===== config.mk =====
export PLATFORM = sky130hd
export DESIGN_NAME = keyword_decimal_field_scanner
export DESIGN_NICKNAME = d
export VERILOG_FILES = /design/src/hw/rtl/kdfs_pkg.sv /design/src/hw/rtl/kdfs_in_stage.sv /design/src/hw/rtl/kdfs_scan_core.sv /design/src/hw/rtl/keyword_decimal_field_scanner.sv
export VERILOG_INCLUDE_DIRS = /design/src /design/src/hw/rtl
export SDC_FILE = /design/constraint.sdc
export NUM_CORES = 1
export LEC_CHECK = 0
export BUFFER_PORTS_ARGS = -buffer_cell sky130_fd_sc_hd__buf_2
export CORE_MARGIN = 2
export CORE_UTILIZATION = 55
export CTS_BUF_LIST = sky130_fd_sc_hd__clkbuf_4 sky130_fd_sc_hd__clkbuf_8 sky130_fd_sc_hd__clkbuf_16
export CTS_CLUSTER_DIAMETER = 80
export DETAILED_ROUTE_END_ITERATION = 12
export PLACE_DENSITY = 0.76
export SETUP_SLACK_MARGIN = 0.3
export SLEW_MARGIN = 20
export SYNTH_ARGS = -nofsm -noshare
export SYNTH_HDL_FRONTEND = slang
export SYNTH_SLANG_ARGS = --single-unit

===== constraint.sdc =====
create_clock -name clk -period 3.8 [get_ports clk]
set_input_delay 0.57 -clock clk [delete_from_list [all_inputs] [get_ports clk]]
set_output_delay 0.57 -clock clk [all_outputs]
set_load 0.05 [all_outputs]

===== src/hw/rtl/keyword_decimal_field_scanner_defines.svh =====
// Assertion macros for the keyword decimal field scanner.
`ifndef KEYWORD_DECIMAL_FIELD_SCANNER_DEFINES_SVH
`define KEYWORD_DECIMAL_FIELD_SCANNER_DEFINES_SVH

`ifndef SYNTHESIS
`define KDFS_ASSERT_NOW(label, clk, rst, ante, cons, msg) \
  label: assert property (@(posedge clk) disable iff (rst) (ante) |-> (cons)) \
    else $error(msg);
`define KDFS_ASSERT_NEXT(label, clk, rst, ante, cons, msg) \
  label: assert property (@(posedge clk) disable iff (rst) (ante) |=> (cons)) \
    else $error(msg);
`else
`define KDFS_ASSERT_NOW(label, clk, rst, ante, cons, msg)
`define KDFS_ASSERT_NEXT(label, clk, rst, ante, cons, msg)
`endif

`endif


===== src/hw/rtl/kdfs_pkg.sv =====
// Shared types, constants and the keyword match function of the scanner.
package kdfs_pkg;

  localparam int unsigned KeyLen = 8;

  localparam logic [7:0] KEY_BYTES [KeyLen] = '{
    8'h73, 8'h65, 8'h63, 8'h74, 8'h6f, 8'h72, 8'h73, 8'h3d
  };

  localparam logic [7:0] CHAR_ZERO = 8'h30;
  localparam logic [7:0] CHAR_NINE = 8'h39;
  localparam logic [7:0] CHAR_S    = 8'h73;
  localparam logic [7:0] CHAR_E    = 8'h65;

  typedef enum logic [2:0] {
    PH_SEARCH = 3'b001,
    PH_DIGITS = 3'b010,
    PH_DONE   = 3'b100
  } phase_t;

  typedef struct packed {
    logic       valid;
    logic [7:0] data;
    logic       last;
  } in_item_t;

  // Progress after one byte, 0..8. A mismatch leaves at most "s" matched, or
  // "se" when "sectors" was matched and the byte is 'e'.
  function automatic logic [3:0] next_progress(input logic [2:0] p, input logic [7:0] b);
    logic [3:0] np;
    if (b == KEY_BYTES[p]) begin
      np = {1'b0, p} + 4'd1;
    end else if ((p == 3'd7) && (b == CHAR_E)) begin
      np = 4'd2;
    end else if (b == CHAR_S) begin
      np = 4'd1;
    end else begin
      np = 4'd0;
    end
    return np;
  endfunction

endpackage


===== src/hw/rtl/kdfs_in_stage.sv =====
// Input register stage of the scanner.
module kdfs_in_stage import kdfs_pkg::*; (
  input  logic       clk,
  input  logic       rst,
  input  logic       in_valid,
  output logic       in_ready,
  input  logic [7:0] in_data,
  input  logic       in_last,
  input  logic       advance,
  output in_item_t   item
);

  logic       valid;
  logic [7:0] data;
  logic       last;

  assign in_ready = !valid || advance;

  always_ff @(posedge clk) begin
    if (rst) begin
      valid <= 1'b0;
    end else if (in_valid && in_ready) begin
      valid <= 1'b1;
    end else if (advance) begin
      valid <= 1'b0;
    end
  end

  always_ff @(posedge clk) begin
    if (in_valid && in_ready) begin
      data <= in_data;
      last <= in_last;
    end
  end

  assign item = '{valid: valid, data: data, last: last};

endmodule


===== src/hw/rtl/kdfs_scan_core.sv =====
// Keyword match, digit accumulation and the result register.
module kdfs_scan_core import kdfs_pkg::*; (
  input  logic        clk,
  input  logic        rst,
  input  in_item_t    item,
  output logic        advance,
  output logic        out_valid,
  input  logic        out_ready,
  output logic        out_found,
  output logic [63:0] out_count
);

  phase_t      phase, phase_next;
  logic [2:0]  progress, progress_next;
  logic [63:0] acc, acc_next;
  logic [3:0]  np;
  logic        is_digit;
  logic        found;

  // A byte that closes a sector needs the result register free.
  assign advance = item.valid && (!item.last || !out_valid || out_ready);

  assign np       = next_progress(progress, item.data);
  assign is_digit = (item.data >= CHAR_ZERO) && (item.data <= CHAR_NINE);

  always_comb begin
    phase_next    = phase;
    progress_next = progress;
    acc_next      = acc;
    case (phase)
      PH_SEARCH: begin
        if (np[3]) begin
          phase_next    = PH_DIGITS;
          progress_next = 3'd0;
          acc_next      = 64'd0;
        end else begin
          progress_next = np[2:0];
        end
      end
      PH_DIGITS: begin
        if (is_digit) begin
          acc_next = {acc[60:0], 3'b000} + {acc[62:0], 1'b0}
                   + {60'd0, item.data[3:0]};
        end else begin
          phase_next = PH_DONE;
        end
      end
      default: begin
      end
    endcase
  end

  assign found = (phase_next != PH_SEARCH);

  always_ff @(posedge clk) begin
    if (rst) begin
      phase    <= PH_SEARCH;
      progress <= 3'd0;
      acc      <= 64'd0;
    end else if (advance) begin
      if (item.last) begin
        phase    <= PH_SEARCH;
        progress <= 3'd0;
        acc      <= 64'd0;
      end else begin
        phase    <= phase_next;
        progress <= progress_next;
        acc      <= acc_next;
      end
    end
  end

  always_ff @(posedge clk) begin
    if (rst) begin
      out_valid <= 1'b0;
    end else if (advance && item.last) begin
      out_valid <= 1'b1;
    end else if (out_ready) begin
      out_valid <= 1'b0;
    end
  end

  always_ff @(posedge clk) begin
    if (advance && item.last) begin
      out_found <= found;
      out_count <= found ? acc_next : 64'd0;
    end
  end

endmodule


===== src/hw/rtl/keyword_decimal_field_scanner.sv =====
// Top level of the keyword decimal field scanner.
//
//   channel | dir | tdata                      | tuser             | tlast
//   s_*     | in  | [7:0] data_byte            | -                 | end_of_sector
//   m_*     | out | [63:0] parsed_count        | [0] keyword_found | -
//
// One byte is taken every cycle; the state update is a single pass between
// the input register and the result register, which is loaded as the last
// byte of a sector leaves the input register. Reset clears the match state and
// both valid flags. Only a last byte waiting behind an untaken result stalls
// the input; other bytes keep flowing while a result waits.
`include "keyword_decimal_field_scanner_defines.svh"

module keyword_decimal_field_scanner import kdfs_pkg::*; (
  input  logic        clk,
  input  logic        rst,
  input  logic        s_tvalid,
  output logic        s_tready,
  input  logic [7:0]  s_tdata,   // [7:0] data_byte
  input  logic        s_tlast,
  output logic        m_tvalid,
  input  logic        m_tready,
  output logic [63:0] m_tdata,   // [63:0] parsed_count
  output logic        m_tuser    // [0] keyword_found
);

  in_item_t in_q;
  logic     advance;

  kdfs_in_stage u_in_stage (
    .clk      (clk),
    .rst      (rst),
    .in_valid (s_tvalid),
    .in_ready (s_tready),
    .in_data  (s_tdata),
    .in_last  (s_tlast),
    .advance  (advance),
    .item     (in_q)
  );

  kdfs_scan_core u_scan_core (
    .clk       (clk),
    .rst       (rst),
    .item      (in_q),
    .advance   (advance),
    .out_valid (m_tvalid),
    .out_ready (m_tready),
    .out_found (m_tuser),
    .out_count (m_tdata)
  );

  `KDFS_ASSERT_NOW(a_absent_count_zero, clk, rst, m_tvalid && !m_tuser, m_tdata == 64'd0,
    "count must be zero when the keyword is absent")
  `KDFS_ASSERT_NOW(a_stall_only_on_last, clk, rst, !s_tready,
    in_q.valid && in_q.last && m_tvalid && !m_tready,
    "input stalled without a blocked sector end")
  `KDFS_ASSERT_NOW(a_result_from_last, clk, rst, $rose(m_tvalid),
    $past(in_q.valid && in_q.last),
    "result raised without a sector end byte")

endmodule


; Word level (Yosys, flattened, before mapping)
; Memories as Yosys holds them, arrays and structs flattened.
; Index checks and enable logic that the tools add are counted.
; Widths: inputs -> output; s select.
[op_classes]
add_sub_neg = 3
magnitude_cmp = 3
n_eq_ne = 7
mux = 20
bitwise = 1
n_reduce_logical = 15
[ops]
columns = operator, count
row1 = $mux 64, 3
row2 = $pmux 64 s2, 1
row3 = $add 64x4->64, 1
row4 = $add 64x64->64, 1
row5 = $mux 3, 6
row6 = $eq 8x7->1 const B, 2
row7 = $mux 8, 2
row8 = $eq 8x8->1, 1
row9 = $ge 8x6->1 const B, 1
row10 = $le 8x6->1 const B, 1
row11 = $mux 4, 2
row12 = $pmux 3 s2, 1
row13 = $reduce_bool 2->1, 3
row14 = $logic_and 1x1->1, 5
row15 = $mux 1, 5
row16 = $add 3x1->4 const B, 1
row17 = $ge 4x4->1 const B, 1
row18 = $not 3->4, 1
row19 = $eq 3x1->1 const B, 1
row20 = $eq 3x2->1 const B, 1
row21 = $eq 3x3->1 const B, 1
row22 = $logic_not 1->1, 3
row23 = $logic_or 1x1->1, 3
row24 = $ne 3x1->1 const B, 1
row25 = $reduce_and 2->1, 1
[totals]
ff_bits = 146
mem_bits_ro = 64
in_bits = 13
out_inout_bits = 67
n_memories = 1
[mem_list]
columns = name, words, width, rd, rd_clocked_by_memory_dff, write_ports, line
row1 = (no name shown), 8, 8, 1, 0, 0, kdfs_pkg.sv:31  ; if (b == KEY_BYTES[p]) begin

; Logic depth before layout (Yosys ltp)
[depth]
word_depth = 9
mapped_depth = 14
depth_no_buf = 14

; By module
; Synthesis repeated with hierarchy kept, for this count alone.
[hier_totals]
hier_cells = 1159
area_unflattened_um2 = 10422.5
[modules_own_cells]
columns = mod, instances, cells_per_inst, area_each_um2, seq_area_each_um2
row1 = kdfs_scan_core, 1, 1143, 10082.2, 3373.2
row2 = kdfs_in_stage, 1, 16, 340.3, 290.3

; Least setup slack after synthesis
; No wires, ideal clock.
[synth_timing]
path_kind = reg-to-reg
start = register u_in_stage.data[3]
end = register u_scan_core.out_count[40], data pin
setup_ns = 0.265
arrival_ns = 3.315
path_slack_ns = 0.220
path_stages_with_launch = 15
n_path_buf = 0
synth_period_minus_slack_ns = 3.580
cell_sequence = edfxtp_1 inv_1 fa_1 inv_1 fa_1 a21o_1 a221o_1 a21oi_2 o21ai_1 a41oi_1 nand2b_1 o21bai_1 a21boi_1 xor2_1 o21ai_1
[synth_via]
elab_chain_cells = 5
elab_cells_between_ends = 13
[synth_rtl]
columns = item, line
row1 = start: declaration, kdfs_in_stage.sv:14  ; logic [7:0] data;
row2 = start signal: assignment, kdfs_in_stage.sv:31  ; data <= in_data;
row3 = "parallel branches: the longest is 5 deep, another holds $add 64x4->64", n/a
row4 = end signal: assignment, kdfs_scan_core.sv:86  ; out_count <= found ? acc_next : 64'd0;
row5 = end: declaration, kdfs_scan_core.sv:10  ; output logic [63:0] out_count
; Several ways; the timed one is not identified.
; A chain may end at the register's enable or synchronous reset.

; Worst setup path in the final report
[layout_timing]
start = register u_scan_core.acc[42]
end = register u_scan_core.out_count[56], data pin
[layout_via]
elab_chain_cells = 4
[layout_rtl]
columns = item, line
row1 = start: declaration, kdfs_scan_core.sv:15  ; logic [63:0] acc, acc_next;
row2 = start signal: assignment, kdfs_scan_core.sv:68  ; acc <= acc_next;
row3 = $add 64x64->64, kdfs_scan_core.sv:42  ; acc_next = {acc[60:0], 3'b000} + {acc[62:0], 1'b0}
row4 = $add 64x4->64, kdfs_scan_core.sv:43  ; + {60'd0, item.data[3:0]};
row5 = $mux 64, kdfs_scan_core.sv:41  ; if (is_digit) begin
row6 = $pmux 64 s2, kdfs_scan_core.sv:30  ; case (phase)
; Every way passes these cells.

==> impl_metrics.tcl <==
set metrics [dict create \
    cp.arrival_ps 3800 \
    stdcell_count 1512 \
    powerDensity_mw_per_mm2 291 \
    hold_path.class "in2reg" \
    max_clock_freq_ghz 0.276 \
    finalHoldViolations 0 \
    register_area_mm2 0.00367 \
    comb_power_share_pct 3.6 \
    die-width_um 141 \
    slew-limit-headroom_pct 27.3 \
    status "finished clean" \
    drv_cap 0 \
    io_pins 80 \
    synth_cell_types 69 \
    drt_iter0_markers 814 \
    p_leak_uw 0.00533 \
    synth_edf_count 74 \
    crit_fanout 6 \
    fin_crit_ps 3630 \
    n_antenna_cell 0 \
    fin_hold_ws_ps 302 \
    crit_required_ps 3970 \
    peakVddDrop_mv 0.314 \
    setup_ws_ps 173 \
    clk_pin_slew_ps 70 \
    cell_internal_pwr_uw 2760 \
    post_drt_wl_per_cell_um 19.3 \
    cts_sinks 146 \
    tns_ps 0 \
    antenna_found_initial 0 \
    pwr-share-clk_pct 49.6 \
    dominantRegCellSynth "edfxtp_1" \
    p_switching_uw 812 \
    synth_top_cell_area_share_pct 21.6 \
    drc 0 \
    yosysSeqAreaShare_pct 35.6 \
    ant_nets 0 \
    synth-warning-count 0 \
    multi_input_area_mm2 0.00674 \
    routed_via_density 6.23 \
    cts.path.max_buffers 2 \
    finalSetupViolCount 0 \
    die_area_mm2 0.0198 \
    dp_slack_ps -64.3 \
    fin_crit_sh_pct 95.4 \
    netlist_top_cells_area "edfxtp_1 (22%), ha_1 (15%), dfxtp_1 (14%)" \
    grtUsageTotal_pct 28.7 \
    fillers 1510 \
    syn2layout_area_growth_pct 19.2 \
    gr-total-overflow 0 \
    worst_slew_pin_slew_ps 1080 \
    synth_top_cell_by_area "edfxtp_1" \
    via_count 9419 \
    skew_ps 13.8 \
    syn-cell-area_mm2 0.0103 \
    dr.pass1.iters 6 \
    die_y_um 141 \
    cts_max_level 4 \
    switching_share_pct 22.7 \
    port_buffers 79 \
    start_kind "flip-flop" \
    cts_made_buffers 17 \
    rsz0062_at_grt "true" \
    layout_common_cells "nand2_1 (137), ha_1 (127), a21oi_1 (92), nor2_1 (86), buf_2 (79)" \
    crit_path_end_kind "flip-flop" \
    grt_start_max_net_pins 59 \
    final_common_cell "nand2_1" \
    gp_congestion 0.978 \
    syn_inst 1163 \
    core.rowCount 50 \
    clock_latency_ps 440 \
    ys_async_sr_fraction_pct 0 \
    drv_slew 0 \
    syn_area_per_cell_um2 8.86 \
    grt_pass1_vias 8966 \
    placed_cells_incl_taps 1454 \
    drive_gt1_share_pct 20.0 \
    pwr-share-seq_pct 46.8 \
    crit_type "reg2reg" \
    cts_hold_buf 0 \
    cts_tree "done" \
    initial_core_util_pct 55.6 \
    synth_seq_cells 146 \
    wl_um 29100 \
    layout.nets 1407 \
    syn_nets 1305 \
    root_buffer "clkbuf_16" \
    core_area_mm2 0.0185 \
    grt_pass1_wl_um 45500 \
    dp_hpwl_um 20000 \
]
cell usage after synthesis, types with 5 or more instances:
| library cell | instances |
|---|---|
| clkbuf_1 | 45 |
| nand2_1 | 137 |
| edfxtp_1 | 74 |
| a21oi_1 | 100 |
| nand2b_1 | 8 |
| or3_1 | 8 |
| nand3_1 | 43 |
| mux2i_1 | 6 |
| o21a_1 | 7 |
| and3_1 | 10 |
| xnor2_1 | 36 |
| a21o_1 | 27 |
| nand3b_1 | 5 |
| o21bai_1 | 15 |
| o31ai_1 | 6 |
| o211ai_1 | 5 |
| xor2_1 | 28 |
| a22oi_1 | 30 |
| inv_1 | 27 |
| buf_2 | 6 |
| a31oi_1 | 11 |
| o21ai_0 | 45 |
| a22o_1 | 10 |
| and2_1 | 15 |
| nor2_1 | 89 |
| dfxtp_1 | 72 |
| a21oi_2 | 8 |
| nor2b_1 | 9 |
| a211oi_1 | 6 |
| nor3_1 | 13 |
| ha_1 | 127 |
| o21ai_1 | 60 |
| nand4_1 | 18 |
metrics by stage:
stage | util (%) | power (uW) | instance area (um^2)
after detailed placement | 59.7 | 1830 | 11000
final | 66.3 | 3570 | 12300
after global placement | 59.7 | 1830 | 11000
after CTS | 64.4 | 3580 | 11900
after global routing | 66.3 | 3660 | 12300
after floorplan | - | 1790 | 10300
layout make-up:
cell class | instances | share of cell area [%]
inverters | 27 | 0.826
multi-input cells | 933 | 54.9
flip-flops and latches | 146 | 29.9
well taps | 234 | 2.39
repair buffers | 140 | 7.01
clock buffers | 20 | 3.70
clock inverters | 12 | 1.28
state kept, by name, summed over array words and instances (netlist names):
register / cells
u_scan_core.out_valid: 1
u_scan_core.progress: 3
u_in_stage.valid: 1
u_in_stage.data: 8
u_in_stage.last: 1
u_scan_core.acc: 64
u_scan_core.phase: 3
u_scan_core.out_found: 1
u_scan_core.out_count: 64
power by group through the flow:
stage | clock network [uW] | registers (uW) | logic, uW
2_1_floorplan | 0 | 1750 | 46.4
3_3_place_gp | 0 | 1710 | 125
3_5_place_dp | 0 | 1710 | 127
4_1_cts | 1780 | 1670 | 128
5_1_grt | 1850 | 1670 | 135
6_report | 1770 | 1670 | 129
layer usage:
metal / up-vias / GRT usage [%] / part of all wire [%]
li1: 4478 / - / -
met1: 4525 / 38.1 / 43
met3: 66 / 4.11 / 6.5
met5: - / 0 / 0
met2: 350 / 47.6 / 47
met4: 0 / 11.6 / 3.3
worst max-delay path, cell delays in order, from the launching register on:
cell and delay [ps]:
dfxtp_1 450, ha_1 280, ha_1 380, a21oi_1 220, o21bai_1 120, a21oi_1 290, o21ai_1 120, a221o_1 380
or3b_1 440, a31oi_4 230, buf_4 150, nor2_2 30, xnor2_1 190, o21ai_1 80
logic make-up after synthesis:
kind of cell    Yosys count  synth area share (%)
fa+ha+maj               129                  15.8
buf+inv                  84                  3.24
mux                       6                 0.583
simple gates            369                  16.5
compound gates          365                  22.8
flops                   146                  35.6
xor+xnor                 64                  5.44
final timing paths:
| kind | end | slack [ps] | from | cells past startpoint |
|---|---|---|---|---|
| max reg2reg | u_scan_core.out_count[56]$_SDFFCE_PN0P_ | 170 | u_scan_core.acc[42]$_SDFFE_PP0P_ | 13 |
| min reg2reg | u_scan_core.acc[63]$_SDFFE_PP0P_ | 470 | u_scan_core.acc[63]$_SDFFE_PP0P_ | 2 |
| min | u_in_stage.data[1]$_DFFE_PP_ | 300 | s_tdata[1] | 1 |
| max | u_scan_core.out_count[56]$_SDFFCE_PN0P_ | 170 | u_scan_core.acc[42]$_SDFFE_PP0P_ | 13 |
repair_timing:
action / CTS / global route
gates resized for setup: 31 / 47
setup buffers: 14 / 12
setup endpoints to repair: 51 / 46
hold endpoints to repair: 0 / 0
pin swaps: 21 / 29
(Power assumes the default switching activity.)
